==> src/rtl/hlid_pkg.sv <==
// Shared types and constants for the holey slot list.
// Used by hlid_cell, hlid_status and the top level; depends on nothing.
`default_nettype none

package hlid_pkg;

    // Default row length and fixed field widths
    localparam int SLOT_COUNT_DEF = 128;
    localparam int VALUE_W        = 8;
    localparam int ACTION_W       = 3;
    localparam int INDEX_W        = 7;
    localparam int COUNT_W        = 8;

    // Action codes
    localparam logic [ACTION_W-1:0] ACT_INSERT_AT    = 3'd0;
    localparam logic [ACTION_W-1:0] ACT_INSERT_FIRST = 3'd1;
    localparam logic [ACTION_W-1:0] ACT_APPEND       = 3'd2;
    localparam logic [ACTION_W-1:0] ACT_DELETE_AT    = 3'd3;
    localparam logic [ACTION_W-1:0] ACT_DELETE_FIRST = 3'd4;
    localparam logic [ACTION_W-1:0] ACT_DELETE_LAST  = 3'd5;
    localparam logic [ACTION_W-1:0] ACT_CLEAR        = 3'd6;
    localparam logic [ACTION_W-1:0] ACT_READ         = 3'd7;

    // Hole marker
    localparam logic [VALUE_W-1:0] HOLE = '0;

    // Command broadcast to every cell of the row
    typedef struct packed {
        logic clear;   // all cells become holes
        logic write;   // cell at pos takes the new byte
        logic shift;   // cells above pos take their left neighbor
        logic erase;   // cell at pos becomes a hole
    } cell_cmd_t;

endpackage

`default_nettype wire

==> src/rtl/hlid_cell.sv <==
// One slot of the row: holds a byte and takes from its left neighbor on a shift.
// Depends on hlid_pkg.
`default_nettype none

module hlid_cell
    import hlid_pkg::*;
#(
    parameter int IDX_W    = 7,
    parameter int CELL_IDX = 0
) (
    input  wire logic               aclk,
    input  wire logic               aresetn,
    input  wire cell_cmd_t          cmd,
    input  wire logic [IDX_W-1:0]   pos,
    input  wire logic [VALUE_W-1:0] wr_value,
    input  wire logic [VALUE_W-1:0] left_value,
    output logic      [VALUE_W-1:0] value,
    output logic                    occupied,
    output logic      [VALUE_W-1:0] sel_value
);

    localparam logic [IDX_W-1:0] MY_IDX = IDX_W'(CELL_IDX);

    logic [VALUE_W-1:0] value_reg;
    logic [VALUE_W-1:0] value_next;
    logic               hit;

    assign hit = (pos == MY_IDX);

    // Next slot content, clear first, then write, shift, erase
    always_comb begin
        value_next = value_reg;
        if (cmd.clear) begin
            value_next = HOLE;
        end else if (cmd.write && hit) begin
            value_next = wr_value;
        end else if (cmd.shift && (MY_IDX > pos)) begin
            value_next = left_value;
        end else if (cmd.erase && hit) begin
            value_next = HOLE;
        end
    end

    always_ff @(posedge aclk) begin
        if (!aresetn) begin
            value_reg <= HOLE;
        end else begin
            value_reg <= value_next;
        end
    end

    assign value     = value_reg;
    assign occupied  = (value_reg != HOLE);
    assign sel_value = hit ? value_reg : HOLE;

endmodule

`default_nettype wire

==> config.mk <==
export PLATFORM = sky130hd
export DESIGN_NAME = hlid_cell
export DESIGN_NICKNAME = d
export VERILOG_FILES = /design/src/rtl/hlid_pkg.sv /design/src/rtl/hlid_cell.sv
export SDC_FILE = /design/constraint.sdc
export NUM_CORES = 1
export LEC_CHECK = 0
export ABC_AREA = 1
export BUFFER_PORTS_ARGS = -buffer_cell sky130_fd_sc_hd__buf_2
export CAP_MARGIN = 15
export CORE_MARGIN = 4
export CORE_UTILIZATION = 34
export CTS_CLUSTER_DIAMETER = 150
export DETAILED_ROUTE_END_ITERATION = 7
export GPL_TIMING_DRIVEN = 1
export PLACE_DENSITY = 0.85
export SLEW_MARGIN = 20
export SYNTH_ARGS = -nofsm -noshare
export SYNTH_HDL_FRONTEND = slang
export SYNTH_SLANG_ARGS = --single-unit
==> constraint.sdc <==
create_clock -name aclk -period 0.9 [get_ports aclk]
set_input_delay 0.045 -clock aclk [delete_from_list [all_inputs] [get_ports aclk]]
set_output_delay 0.045 -clock aclk [all_outputs]
set_load 0.005 [all_outputs]
==> run metrics, run 1 <==
max reg flops 8; Fillers approximately 120; Tightest Pin Transition 0.270 ns; clk buf depth 2; GRT Residual Overflow 0; Ys Warns 0; first-pass GRT wire length between 2000 and 2500 um; max-cap violations 0; status finished, violations left; worst hold margin slightly below 0.06 ns; Area Growth Syn to Fin 71.0%; clk_skew 0 ns; vias in the first global route between 500 and 600; crit-path max FO 4; die area approximately 2000 sq um; port bufs 36; post-detail-place hpwl 1050 um; die width 45.1 um; Pins Over Slew Limit 0; Final #Nets 150; fin crit share 125%; H-tree depth 1; largest net degree at the start of global routing 9; commonest non-fill, non-tap cell in the layout buf_2; Max Clock Freq around 890 MHz; crit end category output port; # clock sinks 8; fin worst setup slack -0.222 ns; crit path launch type flop; most frequent cells in the layout buf_2, nand2_1, nor2_1; CTS tree done; Slew HR around 82%; CTS Hold Buffers Added 0; Total GRT Usage between 10 and 15%; Fin. Hold Viols 0; Post-DRT Antenna Nets 0; cell depth of the worst min-delay path 3; Routed WL 1480 um; share of cells above drive strength 1 ~58%; clk_lat worst skew around 0.24 ns; RD Place Congestion around 0.77; sequential share of the synthesized area 34.3%; area of the multi-input gates approximately 260 sq um; Synth cell types 12; DR vias/cell about 4.8; worst-case reg-to-reg path depth 4; Clk pin slew, worst setup/hold paths about 0.050 ns; count of state elements after synthesis 8; via count 638; chip height roughly 45 um; CP arrival between 1 and 1.5 ns; crit path time final 1.12 ns; Synth Cell Area 467 sq um; pre-CTS setup slack -0.0403 ns; root buf cell clkbuf_4; Syn Nets roughly 100; Initial Util a little over a third; violated checks setup timing; Required @ worst endpoint between 0.8 and 0.9 ns; Peak VDD IR 532 uV; routed len/inst 11.0 um; PD cells 867 nW/um^2; core area 1300 sq um; Ant. Diodes 0; worst min-delay path category in2reg; P_leak roughly 0.39 nW; Inserted Clock Buffers 3; Ports 46; initial antenna violation count 0; row cnt 13; Syn Area/Cell about 6.3 sq um; Initial DRC Count 21; DRC viols 0; setup violators final 4; router iterations before antenna repair 5; Setup CP Type reg2out; Reg area 183 sq um; Gate Count Post-Synth 74; RSZ-0062 raised after global routing true
[per-layer routing]
layer	up-vias	GRT usage, %	routed length (um)
li1	320	-	-
met1	284	18.2	605
met2	34	26.3	754
met3	0	1.20	115
met4	0	3.51	0
met5	-	0	0
[worst max-delay path: stages (launching register included)]
cell and delay (ns):
dfxtp_4 0.36, nor4_4 0.25, nand2_1 0.09, buf_2 0.13
[through the flow]
stage,total power [mW],cell area (sq um),utilization [%],std cells,setup TNS (ns)
after CTS,0.711,743,57.1,132,-0.362
after global placement,0.445,677,52.0,127,-0.182
after floorplan,0.400,467,-,74,0
final,0.692,798,61.3,134,-0.347
after global routing,0.719,798,61.3,134,-0.642
after detailed placement,0.448,677,52.0,127,-0.300
[layout make-up]
cell class | instances | share of cell area, %
multi-input cells | 49 | 32.8
repair buffers | 43 | 31.3
flip-flops and latches | 8 | 22.9
inverters | 16 | 7.84
clock buffers | 3 | 2.82
well taps | 15 | 2.35
[where the power goes]
part           switching [mW]  leakage, nW  internal, mW
sequential           0.000378       0.0700         0.340
clock                   0.113       0.0138         0.152
combinational          0.0428        0.310        0.0441
[kinds of logic after synthesis]
group	share of synthesized area (%)
simple gates	41.8
flops	34.3
buf+inv	15.3
compound gates	8.58
[cells in the mapped netlist (all sizes together)]
master  number  area [sq um]
nand2       15          56.3
a21oi        8          40.0
or2          1          8.76
buf          1          11.3
inv         16          60.1
nor2        14          60.1
nand3        9          57.6
dfxtp        8           160
nor4         2          12.5
[final timing paths]
path	from	to	slack (ns)
worst max-delay path	value[1]$_SDFFE_PP0P_	occupied	-0.22
worst min-delay path	wr_value[3]	value[3]$_SDFFE_PP0P_	0.06
worst max register to register	value[4]$_SDFFE_PP0P_	value[4]$_SDFFE_PP0P_	0.10
worst min register to register	value[7]$_SDFFE_PP0P_	value[7]$_SDFFE_PP0P_	0.51
[timing repair]
item,4_1_cts,5_1_grt
pin swaps,4,6
resized for setup,13,17
endpoints found under the setup margin,9,9
setup buffers,2,2
Note: power is estimated with default switching activity, not from simulation.
==> run 2, diff against run 1 <==
Settings changed: REMOVE_ABC_BUFFERS set to 1, TNS_END_PERCENT set to 1.
==> run metrics, run 2 (synthesized netlist as in run 1, its figures left out) <==
H-tree depth 1 (unchanged); fin worst setup slack -0.206 ns (was -0.222 ns); die area 2030 sq um (unchanged); largest net degree at the start of global routing 9 (unchanged); routed len/inst 10.6 um (was 11.0 um); Initial DRC Count 11 (was 21); fin crit share 123% (was 125%); PD cells 902 nW/um^2 (was 867 nW/um^2); crit-path cells nor4_4, nand2_1, buf_2 (unchanged); DR vias/cell 4.60 (was 4.76); Slew HR 81.8% (was 81.9%); via count 617 (was 638); first-pass GRT wire length 2470 um (was 2260 um); Peak VDD IR 651 uV (was 532 uV); Pins Over Slew Limit 0 (unchanged); pre-CTS setup slack -0.0165 ns (was -0.0403 ns); Ant. Diodes 0 (unchanged); post-detail-place hpwl 1120 um (was 1050 um); crit path time final 1.11 ns (was 1.12 ns); crit end category output port (unchanged); Clk pin slew, worst setup/hold paths 0.05 ns (about the same); row cnt 13 (unchanged); Final #Nets 150 (unchanged); Max Clock Freq 904 MHz (was 891 MHz); worst min-delay path category in2reg (unchanged); CTS tree done (unchanged); Required @ worst endpoint 0.85 ns (about the same); setup tns final -0.488 ns (was -0.347 ns); RD Place Congestion 0.766 (was 0.769); root buf cell clkbuf_4 (unchanged); setup violators final 5 (was 4); RSZ-0062 raised after global routing true (unchanged); P_leak 0.392 nW (was 0.394 nW); commonest non-fill, non-tap cell in the layout buf_2 (unchanged); initial antenna violation count 0 (unchanged); clk_skew 0 ns (unchanged); Crit path max-delay family simple AND/OR/NAND/NOR gates (was flip-flops); max reg flops 8 (unchanged); Routed WL 1430 um (was 1480 um); max-cap violations 0 (unchanged); most frequent cells in the layout buf_2, nand2_1, nor2_1 (unchanged); violated checks setup timing (unchanged); chip height 45.1 um (unchanged); CP arrival 1.06 ns (was 1.08 ns); crit path launch type flop (unchanged); Inserted Clock Buffers 3 (unchanged); crit path buf inv count 1 (unchanged); core area 1300 sq um (unchanged); Initial Util 35.9% (unchanged); CP peak stage delay 0.33 ns (was 0.36 ns); Fin. Hold Viols 0 (unchanged); Ports 46 (unchanged); Final Core Density 60.1% (was 61.3%); Finished Cell Area 782 sq um (was 798 sq um); slowest CP cell dfxtp_2 (was dfxtp_4); router iterations before antenna repair 4 (was 5); Setup CP Type reg2out (unchanged); Tightest Pin Transition 0.272 ns (was 0.270 ns); Total GRT Usage 16.5% (was 14.5%); Final Non-Filler Cells 134 (unchanged); crit-path max FO 2 (was 4); die width 45.1 um (unchanged); port bufs 36 (unchanged); Area Growth Syn to Fin 67.6% (was 71.0%); clk_lat worst skew 0.25 ns (was 0.24 ns); DRC viols 0 (unchanged); status finished, violations left (unchanged); clk buf depth 2 (unchanged); Post-DRT Antenna Nets 0 (unchanged); Placed Area 692 sq um (was 677 sq um); # clock sinks 8 (unchanged); vias in the first global route 609 (was 569); GRT Residual Overflow 0 (unchanged); Placed Cells 129 (was 127); share of cells above drive strength 1 53.8% (was 58.0%)
-- run 2: cell types whose count changed in the layout (fill, tap and decap cells not counted) --
| cell | delta |
|---|---|
| buf_2 | +1 |
| buf_6 | -1 |
| dfxtp_2 | +2 |
| dfxtp_4 | -2 |
| inv_1 | +3 |
| inv_2 | -3 |
| nor2_1 | +2 |
| nor2_2 | -2 |
-- run 2: worst reg2reg max path: stages (launching register included) --
cell	delay, ns
dfxtp_2	0.35
buf_4	0.13
nand2_1	0.05
a21oi_1	0.12
-- run 2: worst paths after layout --
kind	from	endpoint	slack (ns)	cells past startpoint
worst max-delay path	value[6]$_SDFFE_PP0P_	occupied	-0.21	3
worst max register to register	value[6]$_SDFFE_PP0P_	value[6]$_SDFFE_PP0P_	0.17	3
worst min register to register	value[1]$_SDFFE_PP0P_	value[1]$_SDFFE_PP0P_	0.49	2
worst min-delay path	wr_value[3]	value[3]$_SDFFE_PP0P_	0.05	3
-- run 2: what timing repair did --
action,in CTS,in global routing
pin swaps,8,2
cloned,0,0
endpoints found under the setup margin,9,10
resized for setup,16,6
hold buffers,0,0
setup buffers,2,0
-- run 2: stage by stage --
step	hold WS, ns	total power, mW
after global placement	0.317	0.447
after detailed placement	0.322	0.449
final	0.0504	0.705
after CTS	0.0446	0.723
after floorplan	0.209	0.391
after global routing	0.0609	0.740
-- run 2: cell type report --
type | instances | area (sq um)
Fill cell | 137 | 519
Multi-Input combinational cell | 49 | 256
Inverter | 16 | 62.6
Timing Repair Buffer | 43 | 244
Sequential cell | 8 | 178
Tap cell | 15 | 18.8
Clock buffer | 3 | 22.5
-- run 2: where the power goes --
part           total (mW)  internal (mW)  leakage, nW  switching (mW)
combinational      0.0870         0.0444        0.308          0.0426
sequential          0.346          0.346       0.0694        0.000346
clock               0.272          0.152       0.0138           0.120
total               0.705          0.543        0.392           0.163
-- run 2: routing by layer --
| layer | GRT usage [%] | vias to the layer above | part of all wire [%] | wire length, um |
|---|---|---|---|---|
| li1 | - | 320 | - | - |
| met1 | 20.3 | 269 | 38 | 541 |
| met2 | 27.4 | 26 | 52 | 736 |
| met3 | 2.79 | 2 | 8.9 | 127 |
| met4 | 8.19 | 0 | 1.3 | 19 |
| met5 | 0 | - | 0 | 0 |
==> run 3, diff against run 2 <==
Settings changed: REMOVE_ABC_BUFFERS 1 to unset.
==> run metrics, run 3 (synthesized netlist as in run 1, its figures left out) <==
status finished, violations left (unchanged); violated checks setup timing (unchanged); first-pass GRT wire length 2220 um (was 2470 um); router iterations before antenna repair 4 (unchanged); Final #Nets 147 (was 150); crit path launch type flop (unchanged); root buf cell clkbuf_4 (unchanged); internal cell power 0.551 mW (was 0.543 mW); commonest non-fill, non-tap cell in the layout buf_2 (unchanged); combinational power share 12.1% (was 12.3%); core area 1300 sq um (unchanged); PD cells 950 nW/um^2 (was 902 nW/um^2); Pwr Total 0.711 mW (was 0.705 mW); HP Start wr_value[3] (unchanged); crit path time final 1.12 ns (was 1.11 ns); CP arrival 1.08 ns (was 1.06 ns); row cnt 13 (unchanged); port bufs 36 (unchanged); Max Clock Freq 891 MHz (was 904 MHz); crit path buf inv count 1 (unchanged); clk_skew 0 ns (unchanged); Area Growth Syn to Fin 60.3% (was 67.6%); Pins Over Slew Limit 0 (unchanged); Required @ worst endpoint 0.85 ns (about the same); area of the multi-input gates 256 sq um (unchanged); largest net degree at the start of global routing 10 (was 9); fin worst setup slack -0.222 ns (was -0.206 ns); share of cells above drive strength 1 50.0% (was 53.8%); Fillers 133 (was 137); crit-path cells nor4_4, nand2_1, buf_2 (unchanged); chip height 45.1 um (unchanged); initial antenna violation count 0 (unchanged); Finished Cell Area 748 sq um (was 782 sq um); Clk pin slew, worst setup/hold paths 0.05 ns (about the same); clk_lat worst skew 0.25 ns (about the same); most frequent cells in the layout buf_2, nand2_1, inv_1 (was buf_2, nand2_1, nor2_1); Tightest Pin Transition 0.275 ns (was 0.272 ns); Peak VDD IR 583 uV (was 651 uV); routed len/inst 10.8 um (was 10.6 um); Slew HR 81.6% (was 81.8%); GRT Residual Overflow 0 (unchanged); setup violators final 9 (was 5); net switching power 0.160 mW (was 0.163 mW); max-cap violations 0 (unchanged); post-detail-place hpwl 1050 um (was 1120 um); critical path launch point value[3]$_SDFFE_PP0P_ (was value[6]$_SDFFE_PP0P_); fin crit share 125% (was 123%); Initial Util 35.9% (unchanged); clk buf depth 2 (unchanged); DR vias/cell 4.53 (was 4.60); Post-DRT Antenna Nets 0 (unchanged); max reg flops 8 (unchanged); P_leak 0.373 nW (was 0.392 nW); crit-path max FO 2 (unchanged); Ant. Diodes 0 (unchanged); CP peak stage delay 0.34 ns (was 0.33 ns); CTS tree done (unchanged); DRC viols 0 (unchanged); RD Place Congestion 0.769 (was 0.766); Ports 46 (unchanged); Initial DRC Count 12 (was 11); slowest CP cell dfxtp_2 (unchanged); via count 594 (was 617); Routed WL 1410 um (was 1430 um); Total GRT Usage 14.2% (was 16.5%); r2r startpoint value[3]$_SDFFE_PP0P_ (was value[6]$_SDFFE_PP0P_); worst min-delay path category in2reg (unchanged); die area 2030 sq um (unchanged); crit end category output port (unchanged); Fin. Hold Viols 0 (unchanged); Setup CP Type reg2out (unchanged); vias in the first global route 564 (was 609); clock share of power 37.9% (was 38.6%); Placed Area 677 sq um (was 692 sq um); Crit path max-delay family simple AND/OR/NAND/NOR gates (unchanged); Inserted Clock Buffers 3 (unchanged); Net Sw Frac 22.5% (was 23.1%); RSZ-0062 raised after global routing true (unchanged); Reg area 170 sq um (was 178 sq um); # clock sinks 8 (unchanged); die width 45.1 um (unchanged); H-tree depth 1 (unchanged); Flop pwr share 50.0% (was 49.1%)
-- run 3: cell types whose count changed in the layout (fill, tap and decap cells not counted) --
| cell | before | now |
|---|---|---|
| dfxtp_2 | 5 | 8 |
| dfxtp_4 | 3 | 0 |
| inv_1 | 11 | 14 |
| inv_2 | 4 | 1 |
| buf_4 | 4 | 2 |
| buf_6 | 3 | 2 |
-- run 3: power by group through the flow --
stage | logic, mW | clock network [mW] | registers, mW
6_report | 0.0863 | 0.269 | 0.355
5_1_grt | 0.0975 | 0.281 | 0.355
4_1_cts | 0.0861 | 0.269 | 0.355
3_5_place_dp | 0.0855 | 0 | 0.362
3_3_place_gp | 0.0830 | 0 | 0.362
2_1_floorplan | 0.0374 | 0 | 0.362
-- run 3: final timing paths --
kind	to	slack (ns)	cells after the start
min	value[3]$_SDFFE_PP0P_	0.06	3
max	occupied	-0.22	3
min reg2reg	value[7]$_SDFFE_PP0P_	0.49	2
max reg2reg	value[3]$_SDFFE_PP0P_	0.18	3
-- run 3: cell type report --
class / count / area share, %
tap: 15 / 2.51
inverter: 16 / 8.36
timing repair buffer: 40 / 29.1
clock buffer: 3 / 3.01
sequential: 8 / 22.7
multi-input combinational: 49 / 34.3
-- run 3: what timing repair did --
action / 4_1_cts / 5_1_grt
endpoints found under the setup margin: 9 / 9
gates resized for setup: 13 / 2
pin swaps: 4 / 4
hold buffers: 0 / 0
setup buffers: 1 / 0
-- run 3: worst min-delay path, cell delays in order --
cell,delay (ns)
buf_2,0.09
nand3_1,0.07
a21oi_1,0.06
-- run 3: per-layer routing --
metal	routed length (um)	GRT usage (%)
met1	604	17.8
met2	700	25.7
met3	100	1.20
met4	6	3.51
met5	0	0
-- run 3: through the flow --
step           setup TNS (ns)  setup WS, ns  cells  hold WS, ns  util (%)
6_report               -0.529        -0.222    131       0.0560      57.5
2_1_floorplan               0         0.172     74        0.210         -
5_1_grt                 -1.26        -0.249    131       0.0651      57.5
3_3_place_gp           -0.182       -0.0284    127        0.317      52.0
3_5_place_dp           -0.300       -0.0403    127        0.320      52.0
4_1_cts                -0.435        -0.197    131       0.0537      56.7
